$ cat src/rtl/bcs_pkg.sv
// boot check sequencer: shared types, codes and sizes
// used by every module of the block; depends on nothing
`timescale 1ns / 1ps
`default_nettype none

package bcs_pkg;

    localparam int CHECKS     = 8;
    localparam int CNT_W      = 4;
    localparam int TIME_W     = 32;
    localparam int PACK_W     = 16;
    localparam int PACK_N     = (CHECKS < PACK_W / 2) ? CHECKS : PACK_W / 2;
    localparam int CFG_ADDR_W = 3;
    localparam int CFG_DATA_W = 32;

    localparam logic [CNT_W-1:0]  CHECKS_CNT     = CNT_W'(CHECKS);
    localparam logic [TIME_W-1:0] DEADLINE_RESET = TIME_W'(30000);

    // register index, taken from paddr[2]
    localparam logic REG_DEADLINE = 1'b0;

    typedef enum logic [1:0] {
        KIND_BEGIN  = 2'd0,
        KIND_SUBMIT = 2'd1,
        KIND_TICK   = 2'd2,
        KIND_QUERY  = 2'd3
    } kind_t;

    typedef enum logic [2:0] {
        LIFE_INACTIVE = 3'd0,
        LIFE_CHECKING = 3'd1,
        LIFE_VALID    = 3'd2,
        LIFE_ROLLBACK = 3'd3,
        LIFE_ERROR    = 3'd4
    } life_t;

    typedef enum logic [2:0] {
        FAIL_NONE         = 3'd0,
        FAIL_TIMEOUT      = 3'd1,
        FAIL_CHECK        = 3'd2,
        FAIL_ROLLBACK_API = 3'd3,
        FAIL_MARK_API     = 3'd4
    } fail_t;

    typedef enum logic [1:0] {
        RS_PENDING = 2'd0,
        RS_PASSED  = 2'd1,
        RS_FAILED  = 2'd2
    } rs_t;

    typedef enum logic [1:0] {
        CALL_NONE     = 2'd0,
        CALL_QUERY    = 2'd1,
        CALL_MARK     = 2'd2,
        CALL_ROLLBACK = 2'd3
    } call_t;

    typedef struct packed {
        kind_t              kind;
        logic [TIME_W-1:0]  now_ms;
        logic [CNT_W-1:0]   check_index;
        logic               passed;
        logic               platform_ok;
    } bcs_in_t;

    typedef struct packed {
        logic               return_flag;
        life_t              state_code;
        fail_t              failure_code;
        logic [CNT_W-1:0]   blame_index;
        logic [CNT_W-1:0]   completed;
        logic [PACK_W-1:0]  results_packed;
        call_t              platform_call;
    } bcs_out_t;

    // next_check doubles as the done count: both move together
    typedef struct packed {
        life_t                  life;
        rs_t [CHECKS-1:0]       results;
        logic [CNT_W-1:0]       next_check;
        logic [TIME_W-1:0]      start_time;
        fail_t                  reason;
        logic [CNT_W-1:0]       blamed;
    } bcs_state_t;

endpackage

`default_nettype wire

$ cat src/rtl/boot_check_sequencer_core.sv
// boot check sequencer top level: state registers, output register and skid stage
// depends on bcs_pkg, bcs_cfg_regs and bcs_step
//
// usage:
//   in channel (in_valid/in_stall/in_data) carries begin, submit, tick and query
//   items; out channel (out_valid/out_stall/out_data) returns one snapshot per item.
//   the deadline register sits at apb byte address 0; write it only while idle.
// throughput: one item per cycle unless in_stall is high; each item is one
//   subtract/compare on the elapsed time plus small updates, all resolved in
//   the cycle of the transfer; its result is registered in the output or skid stage.
// stall: a result waiting under out_stall stays in the output register while
//   one more item is taken into the skid stage; in_stall rises only while the
//   skid stage is full, so in_stall never depends combinationally on out_stall.
// reset: rst_n low clears the lifecycle to inactive, all checks to pending,
//   the done count and start time to zero, no failure, no blamed check, the
//   deadline to 30000 ms, and drops any result not yet transferred.
`timescale 1ns / 1ps
`default_nettype none

module boot_check_sequencer_core (
    input  wire logic                            clk,
    input  wire logic                            rst_n,
    input  wire logic                            in_valid,
    output logic                                 in_stall,
    input  wire bcs_pkg::bcs_in_t                in_data,
    output logic                                 out_valid,
    input  wire logic                            out_stall,
    output bcs_pkg::bcs_out_t                    out_data,
    input  wire logic                            psel,
    input  wire logic                            penable,
    input  wire logic                            pwrite,
    input  wire logic [bcs_pkg::CFG_ADDR_W-1:0]  paddr,
    input  wire logic [bcs_pkg::CFG_DATA_W-1:0]  pwdata,
    output logic      [bcs_pkg::CFG_DATA_W-1:0]  prdata,
    output logic                                 pready
);
    import bcs_pkg::*;

    logic [TIME_W-1:0] deadline_ms;
    bcs_state_t        state_reg;
    bcs_state_t        state_next;
    bcs_out_t          result;
    bcs_out_t          out_reg;
    bcs_out_t          skid_reg;
    logic              out_valid_reg;
    logic              skid_valid_reg;
    logic              in_fire;
    logic              out_fire;

    bcs_cfg_regs u_cfg (
        .clk         (clk),
        .rst_n       (rst_n),
        .psel        (psel),
        .penable     (penable),
        .pwrite      (pwrite),
        .paddr       (paddr),
        .pwdata      (pwdata),
        .prdata      (prdata),
        .pready      (pready),
        .deadline_ms (deadline_ms)
    );

    bcs_step u_step (
        .cur         (state_reg),
        .item        (in_data),
        .deadline_ms (deadline_ms),
        .nxt         (state_next),
        .result      (result)
    );

    assign in_stall  = skid_valid_reg;
    assign in_fire   = in_valid && !skid_valid_reg;
    assign out_fire  = out_valid_reg && !out_stall;
    assign out_valid = out_valid_reg;
    assign out_data  = out_reg;

    always_ff @(posedge clk or negedge rst_n)
    begin
        if (!rst_n)
        begin
            state_reg.life       <= LIFE_INACTIVE;
            state_reg.results    <= {CHECKS{RS_PENDING}};
            state_reg.next_check <= '0;
            state_reg.start_time <= '0;
            state_reg.reason     <= FAIL_NONE;
            state_reg.blamed     <= CHECKS_CNT;
        end
        else if (in_fire)
        begin
            state_reg <= state_next;
        end
    end

    always_ff @(posedge clk or negedge rst_n)
    begin
        if (!rst_n)
        begin
            out_valid_reg  <= 1'b0;
            skid_valid_reg <= 1'b0;
        end
        else if (skid_valid_reg)
        begin
            if (out_fire)
                skid_valid_reg <= 1'b0;
        end
        else if (in_fire)
        begin
            // park the new result if the one in the output register stays
            if (out_valid_reg && !out_fire)
                skid_valid_reg <= 1'b1;
            else
                out_valid_reg <= 1'b1;
        end
        else if (out_fire)
        begin
            out_valid_reg <= 1'b0;
        end
    end

    always_ff @(posedge clk)
    begin
        if (skid_valid_reg)
        begin
            if (out_fire)
                out_reg <= skid_reg;
        end
        else if (in_fire)
        begin
            if (out_valid_reg && !out_fire)
                skid_reg <= result;
            else
                out_reg <= result;
        end
    end

`ifndef SYNTH
    // skid stage only fills behind a waiting result
    a_skid_behind_out: assert property (@(posedge clk) disable iff (!rst_n)
        skid_valid_reg |-> out_valid_reg)
        else $error("skid stage holds a result while output register is empty");

    a_count_range: assert property (@(posedge clk) disable iff (!rst_n)
        state_reg.next_check <= CHECKS_CNT)
        else $error("completed count beyond check count");

    a_valid_all_done: assert property (@(posedge clk) disable iff (!rst_n)
        (state_reg.life == LIFE_VALID) |-> (state_reg.next_check == CHECKS_CNT))
        else $error("image marked valid before all checks passed");

    a_begin_clears: assert property (@(posedge clk) disable iff (!rst_n)
        (in_fire && (in_data.kind == KIND_BEGIN)) |=>
            ((state_reg.next_check == '0) && (state_reg.blamed == CHECKS_CNT)))
        else $error("begin transfer did not clear progress");
`endif

endmodule

`default_nettype wire

$ cat src/rtl/bcs_cfg_regs.sv
// boot check sequencer: apb register file holding the deadline
// depends on bcs_pkg
`timescale 1ns / 1ps
`default_nettype none

module bcs_cfg_regs (
    input  wire logic                            clk,
    input  wire logic                            rst_n,
    input  wire logic                            psel,
    input  wire logic                            penable,
    input  wire logic                            pwrite,
    input  wire logic [bcs_pkg::CFG_ADDR_W-1:0]  paddr,
    input  wire logic [bcs_pkg::CFG_DATA_W-1:0]  pwdata,
    output logic      [bcs_pkg::CFG_DATA_W-1:0]  prdata,
    output logic                                 pready,
    output logic      [bcs_pkg::TIME_W-1:0]      deadline_ms
);
    import bcs_pkg::*;

    logic [TIME_W-1:0] deadline_reg;
    logic              wr_en;
    logic              reg_sel;

    assign pready  = 1'b1;
    assign reg_sel = paddr[CFG_ADDR_W-1];
    assign wr_en   = psel && penable && pwrite && pready && (reg_sel == REG_DEADLINE);

    always_ff @(posedge clk or negedge rst_n)
    begin
        if (!rst_n)
        begin
            deadline_reg <= DEADLINE_RESET;
        end
        else if (wr_en)
        begin
            deadline_reg <= pwdata[TIME_W-1:0];
        end
    end

    always_comb
    begin
        unique case (reg_sel)
            REG_DEADLINE: prdata = CFG_DATA_W'(deadline_reg);
            default:      prdata = '0;
        endcase
    end

    assign deadline_ms = deadline_reg;

endmodule

`default_nettype wire

$ cat src/rtl/bcs_step.sv
// boot check sequencer: next-state and result logic for one item
// depends on bcs_pkg
`timescale 1ns / 1ps
`default_nettype none

module bcs_step (
    input  wire bcs_pkg::bcs_state_t         cur,
    input  wire bcs_pkg::bcs_in_t            item,
    input  wire logic [bcs_pkg::TIME_W-1:0]  deadline_ms,
    output bcs_pkg::bcs_state_t              nxt,
    output bcs_pkg::bcs_out_t                result
);
    import bcs_pkg::*;

    rs_t               sub_rs;
    rs_t               tick_rs;
    logic [TIME_W-1:0] elapsed;
    logic              timeout;
    logic              checking;
    logic              sub_ok;
    logic              do_rb;
    logic              do_adv;
    fail_t             rb_reason;
    logic [CNT_W-1:0]  adv_count;
    logic              adv_last;
    logic              flag;
    call_t             call;

    // tick and submit decisions
    always_comb
    begin
        sub_rs  = RS_PENDING;
        tick_rs = RS_PENDING;
        for (int i = 0; i < CHECKS; i++)
        begin
            if (item.check_index == CNT_W'(i))
                sub_rs = cur.results[i];
            if (cur.next_check == CNT_W'(i))
                tick_rs = cur.results[i];
        end

        checking  = (cur.life == LIFE_CHECKING);
        elapsed   = item.now_ms - cur.start_time;
        timeout   = (elapsed >= deadline_ms);
        sub_ok    = (item.check_index < CHECKS_CNT) && checking && (sub_rs == RS_PENDING);
        adv_count = cur.next_check + CNT_W'(1);
        adv_last  = (adv_count == CHECKS_CNT);

        do_rb     = 1'b0;
        do_adv    = 1'b0;
        rb_reason = FAIL_TIMEOUT;
        if (checking)
        begin
            if (timeout)
            begin
                do_rb = 1'b1;
            end
            else if (cur.next_check < CHECKS_CNT)
            begin
                case (tick_rs)
                    RS_PENDING: ;
                    RS_FAILED:
                    begin
                        do_rb     = 1'b1;
                        rb_reason = FAIL_CHECK;
                    end
                    default: do_adv = 1'b1;
                endcase
            end
        end
    end

    // next state
    always_comb
    begin
        nxt = cur;
        unique case (item.kind)
            KIND_BEGIN:
            begin
                for (int i = 0; i < CHECKS; i++)
                    nxt.results[i] = RS_PENDING;
                nxt.next_check = '0;
                nxt.reason     = FAIL_NONE;
                nxt.blamed     = CHECKS_CNT;
                nxt.start_time = item.now_ms;
                nxt.life       = item.platform_ok ? LIFE_CHECKING : LIFE_INACTIVE;
            end
            KIND_SUBMIT:
            begin
                for (int i = 0; i < CHECKS; i++)
                begin
                    if (sub_ok && (item.check_index == CNT_W'(i)))
                        nxt.results[i] = item.passed ? RS_PASSED : RS_FAILED;
                end
            end
            KIND_TICK:
            begin
                if (do_rb)
                begin
                    // a timeout or a failed check blames the current check, or none once all are done
                    nxt.blamed = cur.next_check;
                    if (item.platform_ok)
                    begin
                        nxt.life   = LIFE_ROLLBACK;
                        nxt.reason = rb_reason;
                    end
                    else
                    begin
                        nxt.life   = LIFE_ERROR;
                        nxt.reason = FAIL_ROLLBACK_API;
                    end
                end
                else if (do_adv)
                begin
                    nxt.next_check = adv_count;
                    if (adv_last)
                    begin
                        if (item.platform_ok)
                        begin
                            nxt.life   = LIFE_VALID;
                            nxt.reason = FAIL_NONE;
                        end
                        else
                        begin
                            nxt.life   = LIFE_ERROR;
                            nxt.reason = FAIL_MARK_API;
                        end
                    end
                end
            end
            KIND_QUERY: ;
            default: ;
        endcase
    end

    // result flag and platform call
    always_comb
    begin
        flag = 1'b0;
        call = CALL_NONE;
        unique case (item.kind)
            KIND_BEGIN:
            begin
                flag = item.platform_ok;
                call = CALL_QUERY;
            end
            KIND_SUBMIT: flag = sub_ok;
            KIND_TICK:
            begin
                if (do_rb)
                    call = CALL_ROLLBACK;
                else if (do_adv && adv_last)
                    call = CALL_MARK;
            end
            KIND_QUERY: ;
            default: ;
        endcase
    end

    // snapshot after the item
    always_comb
    begin
        result.return_flag    = flag;
        result.state_code     = nxt.life;
        result.failure_code   = nxt.reason;
        result.blame_index    = nxt.blamed;
        result.completed      = nxt.next_check;
        result.results_packed = '0;
        for (int i = 0; i < PACK_N; i++)
            result.results_packed[2*i +: 2] = nxt.results[i];
        result.platform_call  = call;
    end

endmodule

`default_nettype wire

$ cat config.mk
export PLATFORM = sky130hd
export DESIGN_NAME = boot_check_sequencer_core
export DESIGN_NICKNAME = d
export VERILOG_FILES = /design/src/rtl/bcs_pkg.sv /design/src/rtl/boot_check_sequencer_core.sv /design/src/rtl/bcs_cfg_regs.sv /design/src/rtl/bcs_step.sv
export SDC_FILE = /design/constraint.sdc
export NUM_CORES = 1
export LEC_CHECK = 0
export BUFFER_PORTS_ARGS = -buffer_cell sky130_fd_sc_hd__clkbuf_2
export CAP_MARGIN = 20
export CELL_PAD_IN_SITES_DETAIL_PLACEMENT = 0
export CELL_PAD_IN_SITES_GLOBAL_PLACEMENT = 1
export CORE_MARGIN = 3
export CORE_UTILIZATION = 48
export CTS_CLUSTER_DIAMETER = 50
export DETAILED_ROUTE_END_ITERATION = 6
export PLACE_DENSITY = 0.92
export SYNTH_ARGS = -nofsm -noshare
export SYNTH_HDL_FRONTEND = slang
export SYNTH_SLANG_ARGS = --single-unit
$ cat constraint.sdc
create_clock -name clk -period 12.94 [get_ports clk]
set_input_delay 3.235 -clock clk [delete_from_list [all_inputs] [get_ports clk]]
set_output_delay 3.235 -clock clk [all_outputs]
set_load 0.02 [all_outputs]
Word level (Yosys, flattened, before mapping)
Cells that the tools add are included.
{"block": "word_totals", "register_bits": 162, "inputBits": 82, "out_inout_bits": 68, "word_cells": 162}
{"block": "classes", "addsub": 2, "n_lt_le_gt_ge": 3, "n_eq_ne": 22, "mux": 71, "bitwise_logic": 2, "reduce_logical": 32}
{"operator": "$mux 33", "n": 4}
{"operator": "$mux 2", "n": 28}
{"operator": "$mux 3", "n": 13}
{"operator": "$eq 4x3->1 const B", "n": 8}
{"operator": "$ge 32x32->1", "n": 1}
{"operator": "$mux 32", "n": 1}
{"operator": "$pmux 16 s2", "n": 1}
{"operator": "$sub 32x32->32", "n": 1}
{"operator": "$logic_and 1x1->1", "n": 17}
{"operator": "$eq 4x2->1 const B", "n": 4}
{"operator": "$mux 1", "n": 16}
{"operator": "$pmux 7 s2", "n": 1}
{"operator": "$mux 4", "n": 3}
{"operator": "$reduce_and 3->1", "n": 3}
{"operator": "$eq 4x1->1 const B", "n": 2}
{"operator": "$logic_not 4->1", "n": 2}
{"operator": "$lt 4x4->1 const B", "n": 2}
{"operator": "$pmux 4 s2", "n": 1}
{"operator": "$logic_not 2->1", "n": 3}
{"operator": "$pmux 3 s2", "n": 1}
{"operator": "$add 4x1->4 const B", "n": 1}
{"operator": "$eq 2x2->1 const B", "n": 2}
{"operator": "$eq 4x4->1 const B", "n": 1}
{"operator": "$ne 2x2->1 const B", "n": 2}
{"operator": "10 further kinds", "n": 14}

Longest topological paths before layout
Gate-level depths: netlist of the first run.
{"block": "depth", "word_depth": 22, "ltp_mapped": 23, "mapped_depth_nobuf": 23}

Modules after synthesis
Synthesis of the first run repeated with hierarchy kept, for this count alone.
{"block": "unflattened", "cells_unflattened": 1002, "hier_area_um2": 10776.6}
{"module": "boot_check_sequencer_core", "instances": 1, "cells_per_inst": 246, "area_per_inst_um2": 5112.4, "seq_area_each_um2": 3584.7}
{"module": "bcs_step", "instances": 1, "cells_per_inst": 651, "area_per_inst_um2": 4101.4, "seq_area_each_um2": 0.0}
{"module": "bcs_cfg_regs", "instances": 1, "cells_per_inst": 105, "area_per_inst_um2": 1562.7, "seq_area_each_um2": 809.5}

Least setup slack after synthesis of the first run
Ideal clock, no wire load.
{"block": "synth_timing", "path_type": "input-to-reg", "startpoint": "in in_data[6] in the netlist's numbering", "endpoint": "reg out_reg, in the netlist out_data[26] (data pin)", "setup_time_ns": 0.260, "t_arrival_ns": 7.382, "required_ns": 12.680, "setup_slack_ns": 5.297, "cell_stages": 23, "n_path_buf": 0, "path_cell_list": "inv_1 > ha_1 > inv_1 > fa_1 > a211oi_1 > o21ai_0 > a21oi_1 > o31ai_1 > a21oi_1 > o21ai_0 > a21o_1 > a21oi_1 > xnor2_1 > ha_1 > a21o_1 > a21o_1 > a21oi_1 > o21ai_0 > a21oi_1 > o21ai_1 > a211o_1 > a21bo_2 > mux2_4"}
{"item": "start, declared", "line": "boot_check_sequencer_core.sv:25", "source": "input wire bcs_pkg::bcs_in_t in_data,"}
{"item": "end signal, assigned", "line": "boot_check_sequencer_core.sv:125", "source": "out_reg <= skid_reg;"}
{"item": "end signal, assigned", "line": "boot_check_sequencer_core.sv:132", "source": "out_reg <= result;"}
{"item": "end, declared", "line": "boot_check_sequencer_core.sv:43", "source": "bcs_out_t out_reg;"}

==> results of run 1 <==
## per-layer routing
metal / vias to the layer above / share of wire [%]
met5: - / 0
met4: 0 / 1.7
met3: 23 / 4.7
met2: 212 / 47
met1: 3676 / 47
li1: 3802 / -
## cells by family after synthesis
kind of cell	after synthesis	synth area share, %
AND/OR/NAND/NOR	283	13.2
AO/OA/AOI/OAI	275	18.5
flip-flops	162	45.4
buffers and inverters	122	4.90
adder cells (fa/ha/maj)	68	8.87
multiplexers	52	6.25
XOR/XNOR	31	2.80
other	1	0.0387
## area by class of cell
cell class / instances / share of cell area (%)
antenna: 1 / 0.0222
clock buffer: 17 / 3.78
clock inverter: 14 / 1.54
inverter: 78 / 2.60
multi-input combinational: 710 / 42.9
sequential: 162 / 39.0
tap: 265 / 2.94
timing repair buffer: 153 / 7.16
## tightest hold or removal path: cells and delay by family, from the launching register on
kind	cells	cell delay, ns
AND/OR/NAND/NOR	1	0.05
flip-flops	1	0.35
AO/OA/AOI/OAI	1	0.06
## placed cells by master (no fill, tap or decap), drive strengths merged, types with 12 or more instances in the layout
master,n
clkbuf,162
a21oi,63
inv,83
o21ai,84
xnor2,21
mux2,49
nand4,12
nand2,105
nor2,98
ha,67
edfxtp,66
dfrtp,88
nor3,19
o31ai,19
a21o,36
## synth_stat cells, types with 4 or more instances
library cell / n / area (um^2)
nand2_1: 105 / 394
nor2_1: 97 / 364
dfrtp_1: 88 / 2200
o21ai_0: 82 / 410
inv_1: 78 / 293
ha_1: 67 / 838
edfxtp_1: 66 / 1980
a21oi_1: 63 / 315
mux2_2: 46 / 518
a21o_1: 36 / 270
clkbuf_1: 35 / 131
xnor2_1: 21 / 184
o31ai_1: 18 / 135
nor3_1: 17 / 85.1
nand4_1: 12 / 75.1
xor2_1: 10 / 87.6
nand3_1: 9 / 45.0
nor2b_1: 9 / 56.3
dfstp_2: 8 / 210
nand2b_1: 8 / 50.1
a211oi_1: 7 / 52.6
a21boi_0: 7 / 52.6
o21a_1: 7 / 52.6
a22o_1: 5 / 43.8
a22oi_1: 5 / 37.5
a31oi_1: 4 / 25.0
nor4_1: 4 / 25.0
o221ai_1: 4 / 35.0
o41ai_2: 4 / 65.1
## power groups by stage
stage	combinational (uW)	clock, uW	sequential, uW
3_5_place_dp	1290	0	785
6_report	1310	515	773
2_1_floorplan	920	0	838
5_1_grt	1470	546	788
4_1_cts	1300	524	776
3_3_place_gp	1260	0	779
## stage by stage
step / instances / instance area, um^2 / total power [uW]
2_1_floorplan: 994 / 9680 / 1760
3_3_place_gp: 1367 / 10600 / 2040
3_5_place_dp: 1367 / 10600 / 2070
4_1_cts: 1398 / 11200 / 2600
5_1_grt: 1400 / 11300 / 2810
6_report: 1400 / 11300 / 2600
## path summary, 6_finish.rpt
| check | cells after the start | slack (ns) | to | startpoint |
|---|---|---|---|---|
| max reg2reg | 22 | 7.34 | out_data[26] | state_reg[7] |
| min reg2reg | 2 | 0.49 | state_reg[7] | state_reg[7] |
| max | 24 | 4.73 | out_data[26] | in_data[6] |
| min in group asynchronous | 1 | 2.72 | state_reg[27] | rst_n |
| max in group asynchronous | 2 | 8.99 | state_reg[60] | rst_n |
| min | 2 | 0.49 | state_reg[7] | state_reg[7] |
==> reports/summary.txt, run 1 <==
Status - completed
WS Path Type - input port to flop
Post-synth ARST share - 59.3%
CP max stage delay - 0.46 ns
Synth Net Count - 1,144
Row count - 51
Starting Density - 49.3%
Max clock buf depth - 2
GR Util met1 - 30.2%
Clk sinks - 162
F_max - 0.122 GHz
Total congestion overflow - 0
Clock power frac - 19.8%
Post-synth top flop - dfrtp_1
Register area - 4390 um^2
Synth-to-Final Area Change - 16.3%
M2 GR Usage - 33.5%
Top cell family by delay on the critical path - compound AO/OA/AOI/OAI gates
Post-CTS Hold Buffers - 0
CTS Buf Count - 17
Post-CTS setup repair buffer count - 0
Die area - 21,900 um^2
Max_cap viols - 0
Final ANT Viol Nets - 0
Post-synthesis sequential element count - 162
Synth cell types - 76
Crit path launch type - input port
P per Cell Area - 231 nW/um^2
Area used by multi-input combinational logic - 4830 um^2
Post-Syn Area per Cell - 9.74 um^2
Worst Path Required - 13.12 ns
Tcrit/Tclk final - 63.4%
EDFF count, synth - 66
Final Hold Vio Count - 0
Fraction of layout cells with a size suffix above 1 - 23.3%
Min Tclk post-route - 8.21 ns
Skew final - 0.00998 ns
Initial antenna violation count - 1
Vias in the first global route - 7,456
PostCTS Resize Cnt - 0
Leak pwr - 0.00513 uW
Warnings, synthesis - 0
Final setup vio count - 0
Worst skew pair latency - 0.43 ns
FILL cells - 1,791
GR Util met3 - 3.99%
Logic gate share of total power - 50.4%
DRC viols - 0
Initial detailed-routing violation count - 510
Clock transition at path regs - 0.06 ns
Slew @ Worst Pin - 0.936 ns
Drt first pass iters - 5
Largest register FFs - 62
Sequential Power Share - 29.8%
Cell with the most instances on the worst path - a21oi_1
P_int - 1540 uW
First-pass GRT wire length - 37,700 um
Setup_tns - 0 ns
I/O Buffers - 146
Worst path cell trace - clkbuf_2, inv_1, ha_1, inv_1, fa_1, a211oi_1, o21ai_0, a21oi_1, o31ai_1, a21oi_1, o21ai_0, a21o_1, a21oi_1, xnor2_1, ha_1, a21o_1, a21o_1, a21oi_1, o21ai_0, a21oi_1, o21ai_1, a211o_1, a21bo_2, mux2_4
Hold/Removal Path Class - flop to flop
Nets - 1,272
GP Congestion - 0.864
Vias per std cell - 5.51
DP Worst Slack - 4.35 ns
Worst vdd ir - 0.000106 V
Die Y - 148 um
Slowest cell on crit path - a21oi_1
Root Driver - clkbuf_16
Util after Layout - 57.3%
Cell count after synthesis - 994
Hold WS - 0.492 ns
RSZ-0062 raised after global routing - no
Worst setup margin - 4.73 ns
CP Max Fanout - 9
Grt peak-use layer - met2
Routed WL per cell - 16.3 um
CTS tree - done
Core Region - 19,700 um^2
Critical Path End Type - flop
Seq/Total Area, Yosys - 45.4%
WP data arrival - 8.38 ns
CP bufs+invs - 3
Switching Fraction - 40.9%
Largest net degree at the start of global routing - 72
Worst slew margin - 37.3%
H-tree levels - 4
I/O Pins - 150
Die width - 148 um
Slew Limit Fails - 0
Via count - 7,713
NetSw - 1060 uW
Synth Cell Area - 9680 um^2
Final HPWL DP - 16,500 um
Global Route Usage Sum - 21.3%
DRT Wirelength - 22,800 um
(Power assumes the default switching activity.)
==> run 2: changes to the inputs <==
--- a/config.mk
+++ b/config.mk
@@ -10,10 +10,10 @@
 export CELL_PAD_IN_SITES_DETAIL_PLACEMENT = 0
 export CELL_PAD_IN_SITES_GLOBAL_PLACEMENT = 1
 export CORE_MARGIN = 3
-export CORE_UTILIZATION = 48
+export CORE_UTILIZATION = 40
 export CTS_CLUSTER_DIAMETER = 50
 export DETAILED_ROUTE_END_ITERATION = 6
-export PLACE_DENSITY = 0.92
+export PLACE_DENSITY = 0.83
 export SYNTH_ARGS = -nofsm -noshare
 export SYNTH_HDL_FRONTEND = slang
 export SYNTH_SLANG_ARGS = --single-unit
==> constraint.sdc (replaced) <==
create_clock -name clk -period 6.7 [get_ports clk]
set_input_delay 1.675 -clock clk [delete_from_list [all_inputs] [get_ports clk]]
set_output_delay 1.675 -clock clk [all_outputs]
set_load 0.02 [all_outputs]
==> run 2 against run 1 <==
Highest routed layer unchanged. Sequential power up 93%. Largest cell class unchanged. Combinational power grew 98%. Critical path type unchanged. Flip-flop and latch count stayed put. Global-route usage shrank 3.4 points. Via count shrank 0.80%. Die area grew 19%. Design area is 1.2% higher. Largest power group unchanged. Register-to-register slack got worse by 5.9 ns. Clock power grew 89%.
==> reports/summary.txt, run 2 (synthesis gave the netlist of run 1 again) <==
Routed WL per cell - 15.8 um
Drt first pass iters - 5
Min Tclk post-route - 6.20 ns
Initial antenna violation count - 0
Largest net degree at the start of global routing - 72
Final setup vio count - 0
Util after Layout - 48.3%
Hold/Removal Path Class - flop to flop
Vias per std cell - 5.23
CTS Buf Count - 17
Skew final - 0.0172 ns
Most frequent cells in the layout - clkbuf_2 (145), nand2_1 (105), nor2_1 (96), dfrtp_1 (88), o21ai_0 (82)
Final HPWL DP - 16,900 um
Die area - 26,100 um^2
Worst vdd ir - 0.000219 V
Root Driver - clkbuf_16
FILL cells - 2,262
Slew Limit Fails - 0
Clock transition at path regs - 0.07 ns
H-tree levels - 4
Row count - 56
Final ANT Viol Nets - 0
Crit path launch type - input port
Starting Density - 41.0%
Largest register FFs - 62
Fraction of layout cells with a size suffix above 1 - 24.1%
Leak pwr - 0.00517 uW
Register area - 4390 um^2
F_max - 0.161 GHz
Total congestion overflow - 0
I/O Pins - 150
Via count - 7,651
Critical Path End Type - flop
WS Path Type - input port to flop
Tcrit/Tclk final - 92.6%
Leading cell type in the layout, fill and taps excluded - clkbuf_2
CP Max Fanout - 7
Status - completed
Synth-to-Final Area Change - 17.7%
Max clock buf depth - 2
Slew @ Worst Pin - 0.789 ns
Core Region - 23,600 um^2
Worst slew margin - 47.3%
Nets - 1,282
DRT Wirelength - 23,100 um
Post-place instance area - 10,800 um^2
Global Route Usage Sum - 17.9%
Post-CTS Hold Buffers - 0
DRC viols - 0
CTS tree - done
Final Non-Filler Cells - 1,464
Area used by multi-input combinational logic - 4840 um^2
Max_cap viols - 0
Clk sinks - 162
Initial detailed-routing violation count - 539
Final Instance Area - 11,400 um^2
RSZ-0062 raised after global routing - no
Inst Count DP - 1,431
Worst skew pair latency - 0.44 ns
Setup_tns - 0 ns
First-pass GRT wire length - 37,700 um
Worst Path Required - 6.89 ns
# diodes - 0
Die width - 162 um
Vias in the first global route - 7,414
Die Y - 162 um
I/O Buffers - 146
WP data arrival - 6.39 ns
GP Congestion - 0.830
P per Cell Area - 444 nW/um^2
Final Hold Vio Count - 0
-- run 2: changes by cell type in the layout (fill, tap and decap cells not counted), sizes merged --
cell,previous run,this run
inv,83,85
clkinv,6,5
buf,8,18
diode,1,0
clkinvlp,1,3
bufinv,2,0
-- run 2: stage by stage --
step	power, uW	setup WS, ns	hold WS [ns]
final	5060	0.496	0.506
after global routing	5470	0.0643	0.524
after CTS	5080	0.405	0.509
after detailed placement	4080	0.000477	0.491
after global placement	4020	-0.0206	0.484
after floorplan	3400	0.617	0.454
-- run 2: area by class of cell --
class                      count  area share, %
inverter                      78           2.57
clock buffer                  17           3.73
clock inverter                15           1.49
multi-input combinational    710           42.5
tap                          319           3.50
timing repair buffer         163           7.66
sequential                   162           38.6
-- run 2: worst paths after layout --
kind	start	slack (ns)	end	cells after the start
min in group asynchronous	rst_n	1.27	state_reg[26]	1
hold reg to reg	u_cfg.deadline_ms[7]	0.51	u_cfg.deadline_ms[7]	1
max in group asynchronous	rst_n	4.32	out_valid	2
setup reg to reg	state_reg[7]	1.49	out_data[26]	23
setup / recovery	in_data[6]	0.50	out_data[26]	25
hold / removal	u_cfg.deadline_ms[7]	0.51	u_cfg.deadline_ms[7]	1
-- run 2: critical path, stage by stage --
cell and delay [ns]:
clkbuf_2 0.08, inv_1 0.06, ha_1 0.16, inv_1 0.05, fa_1 0.39, a211oi_1 0.29, o21ai_0 0.23, a21oi_1 0.21
buf_4 0.16, o31ai_1 0.08, a21oi_1 0.20, o21ai_0 0.17, a21o_1 0.20, a21oi_1 0.16, xnor2_1 0.09, ha_1 0.18
a21o_1 0.17, a21o_1 0.17, a21oi_1 0.18, o21ai_0 0.16, a21oi_1 0.29, o21ai_2 0.19, a211o_1 0.34, a21bo_2 0.23
mux2_4 0.25
-- run 2: layer usage --
layer	global-route usage, %	share of wire [%]
met4	5.67	2.2
met3	3.98	4.6
met1	23.7	46
met5	0	0
met2	29.3	47
-- run 2: report_power, final --
group          switching (uW)  total [uW]  internal (uW)
Combinational            1530        2600           1070
Sequential                110        1490           1380
Clock                     470         971            501
-- run 2: repair_timing --
item                                    4_1_cts  5_1_grt
setup buffers                                 0        0
gates resized for setup                       0        2
endpoints found under the setup margin        0        2
==> run 3: changes to the inputs <==
--- a/config.mk
+++ b/config.mk
@@ -10,10 +10,11 @@
 export CELL_PAD_IN_SITES_DETAIL_PLACEMENT = 0
 export CELL_PAD_IN_SITES_GLOBAL_PLACEMENT = 1
 export CORE_MARGIN = 3
-export CORE_UTILIZATION = 40
+export CORE_UTILIZATION = 42
 export CTS_CLUSTER_DIAMETER = 50
 export DETAILED_ROUTE_END_ITERATION = 6
-export PLACE_DENSITY = 0.83
+export PLACE_DENSITY = 0.84
 export SYNTH_ARGS = -nofsm -noshare
 export SYNTH_HDL_FRONTEND = slang
+export SYNTH_HIERARCHICAL = 1
 export SYNTH_SLANG_ARGS = --single-unit
==> run 3 against run 2 <==
Worst hold slack improved by 0.0024 ns. Utilization rose by 0.70 points. Design area rose by 6.3%. Combinational power rose by 4%. Highest routed layer is now met5. Setup slack improved by 0.031 ns. Clock skew barely moved. Count of clock-buffer cells in the layout did not move. Largest cell class unchanged.
==> reports/summary.txt, run 3 <==
Final HPWL DP - 17,400 um
CTS tree - done
Max clock buf depth - 2
CTS Buf Count - 17
First-pass GRT wire length - 39,800 um
Setup_tns - 0 ns
Worst vdd ir - 0.000179 V
Largest net degree at the start of global routing - 68
Die width - 166 um
Worst skew pair latency - 0.43 ns
Seq/Total Area, Yosys - 40.8%
Post-synth top flop - dfrtp_1
Status - completed
Reg2reg setup slack - 1.43 ns
WP data arrival - 6.36 ns
FILL cells - 2,258
Dominant cells by area after synthesis - dfrtp_1 (20%), edfxtp_1 (18%), mux2_4 (12%)
Vias per std cell - 5.31
Total power - 5240 uW
P per Cell Area - 432 nW/um^2
Synth Cell Area - 10,800 um^2
Nets - 1,261
Post-CTS setup repair buffer count - 0
Cell with the most instances on the worst path - o21ai_0
Post-synth ARST share - 59.3%
H-tree levels - 4
Global Route Usage Sum - 17.5%
FF-to-FF End - out_data[29]
Final Hold Vio Count - 0
Hold WS - 0.508 ns
Most frequent cells in the layout - clkbuf_2 (145), mux2_4 (89), dfrtp_1 (88), inv_1 (79), nand2_1 (74)
Fraction of layout cells with a size suffix above 1 - 31.2%
Worst path cell trace - clkbuf_2, ha_1, nor2b_1, o21ai_0, o211ai_1, a2111oi_2, nor2_1, a311oi_1, buf_4, xnor2_1, ha_1, nand2_1, o21ai_0, o21ai_0, a211o_1, o21ai_2, o21ai_0, buf_4, a32o_1, mux2_2
Die area - 27,600 um^2
Top cell family by delay on the critical path - compound AO/OA/AOI/OAI gates
Starting Density - 43.5%
Warnings, synthesis - 6
Min Tclk post-route - 6.17 ns
Max_cap viols - 0
RSZ-0062 raised after global routing - no
I/O Buffers - 146
EDFF count, synth - 66
DRC viols - 0
Final ANT Viol Nets - 0
Largest register FFs - 62
Total congestion overflow - 0
Inst Count DP - 1,416
Critical Path End Type - flop
# diodes - 0
Routed WL per cell - 16.6 um
Worst Hold End - state_reg[23]
Cell taking the most area after synthesis - dfrtp_1
Worst r2r src - state_reg[8]
Via count - 7,685
Hold depth - 1
I/O Pins - 150
Vias in the first global route - 7,623
Core Region - 24,700 um^2
Row count - 57
Area used by multi-input combinational logic - 5550 um^2
Register area - 4390 um^2
Synth-to-Final Area Change - 12.4%
Initial detailed-routing violation count - 540
Hold path start - state_reg[23]
Final setup vio count - 0
Post-synthesis sequential element count - 162
Post-Syn Area per Cell - 10.8 um^2
Worst Path Required - 6.88 ns
Synth cell types - 74
Worst slew margin - 27.5%
Root Driver - clkbuf_16
Synth Net Count - 1,152
Cell count after synthesis - 1,002
Skew final - 0.0168 ns
Slew Limit Fails - 0
GP Congestion - 0.872
Slew @ Worst Pin - 1.09 ns
Leak pwr - 0.00563 uW
Die Y - 166 um
Slowest cell on crit path - a2111oi_2
Clock transition at path regs - 0.07 ns
Drt first pass iters - 5
Leading cell type in the layout, fill and taps excluded - clkbuf_2
Initial antenna violation count - 4
Most frequent cells after synthesis - mux2_4 (89), dfrtp_1 (88), inv_1 (79)
Final Non-Filler Cells - 1,448
CP Max Fanout - 9
DRT Wirelength - 24,000 um
Worst-case reg-to-reg path depth - 20
Hold/Removal Path Class - flop to flop
Clk sinks - 162
Yosys top cell area share - 20.4%
Crit path launch type - input port
WS Path Type - input port to flop
F_max - 0.162 GHz
Most numerous cell in the Yosys netlist - mux2_4
CP max stage delay - 0.55 ns
Tcrit/Tclk final - 92.1%
PostCTS Resize Cnt - 0
CP bufs+invs - 3
Post-CTS Hold Buffers - 0
[run 3: how the worst max path moves through the flow]
| stage | slack [ns] | cells after the start | to | from |
|---|---|---|---|---|
| global route | 0.006 | 21 | out_data[21] | in_data[7] |
| detailed placement | 0.07 | 23 | out_data[29] | in_data[6] |
| CTS | 0.52 | 23 | out_data[29] | in_data[6] |
| finish | 0.53 | 20 | out_data[29] | in_data[7] |
| global placement | 0.12 | 20 | out_data[29] | in_data[7] |
| floorplan | 0.60 | 22 | out_data[31] | in_data[6] |
[run 3: worst register-to-register path: cells and delay by family, from the launching register on]
| family | cells | cell delay (ns) |
|---|---|---|
| buffers and inverters | 3 | 0.48 |
| muxes | 1 | 0.26 |
| AOI/OAI and AO/OA | 10 | 2.98 |
| DFF | 1 | 0.37 |
| and+or+nand+nor | 3 | 0.33 |
| xor gates and xnor gates | 1 | 0.07 |
| adders and majority gates | 2 | 0.55 |
[run 3: logic make-up after synthesis]
kind of cell | share of synthesized area [%]
buffers and inverters | 7.88
AND/OR/NAND/NOR | 11.0
other | 0.0348
AO/OA/AOI/OAI | 13.3
XOR/XNOR | 2.28
flip-flops | 40.8
adder cells (fa/ha/maj) | 7.96
multiplexers | 16.8
[run 3: cell type report]
| type | instances | area share (%) |
|---|---|---|
| Timing Repair Buffer | 162 | 7.04 |
| Sequential cell | 162 | 36.3 |
| Clock inverter | 15 | 1.59 |
| Clock buffer | 17 | 3.51 |
| Tap cell | 324 | 3.35 |
| Multi-Input combinational cell | 688 | 45.8 |
| Inverter | 80 | 2.48 |
[run 3: metrics by stage]
step	utilization, %	setup WS, ns	area [um^2]
3_5_place_dp	46.5	0.0732	11500
4_1_cts	49.0	0.520	12100
3_3_place_gp	46.5	0.117	11500
6_report	49.0	0.527	12100
5_1_grt	49.0	0.00636	12100
2_1_floorplan	-	0.596	10800
[run 3: power breakdown]
part | internal, uW | switching [uW] | leakage, uW
Combinational | 1220 | 1490 | 0.00350
Sequential | 1370 | 149 | 0.00183
Clock | 538 | 474 | 0.000298
Total | 3130 | 2110 | 0.00563
[run 3: layer usage]
metal | up-vias | wire [um] | track usage [%]
met5 | - | 44 | 0
met4 | 8 | 262 | 3.58
met3 | 26 | 1370 | 4.48
met2 | 208 | 11300 | 28.5
met1 | 3672 | 11100 | 23.7
li1 | 3771 | - | -
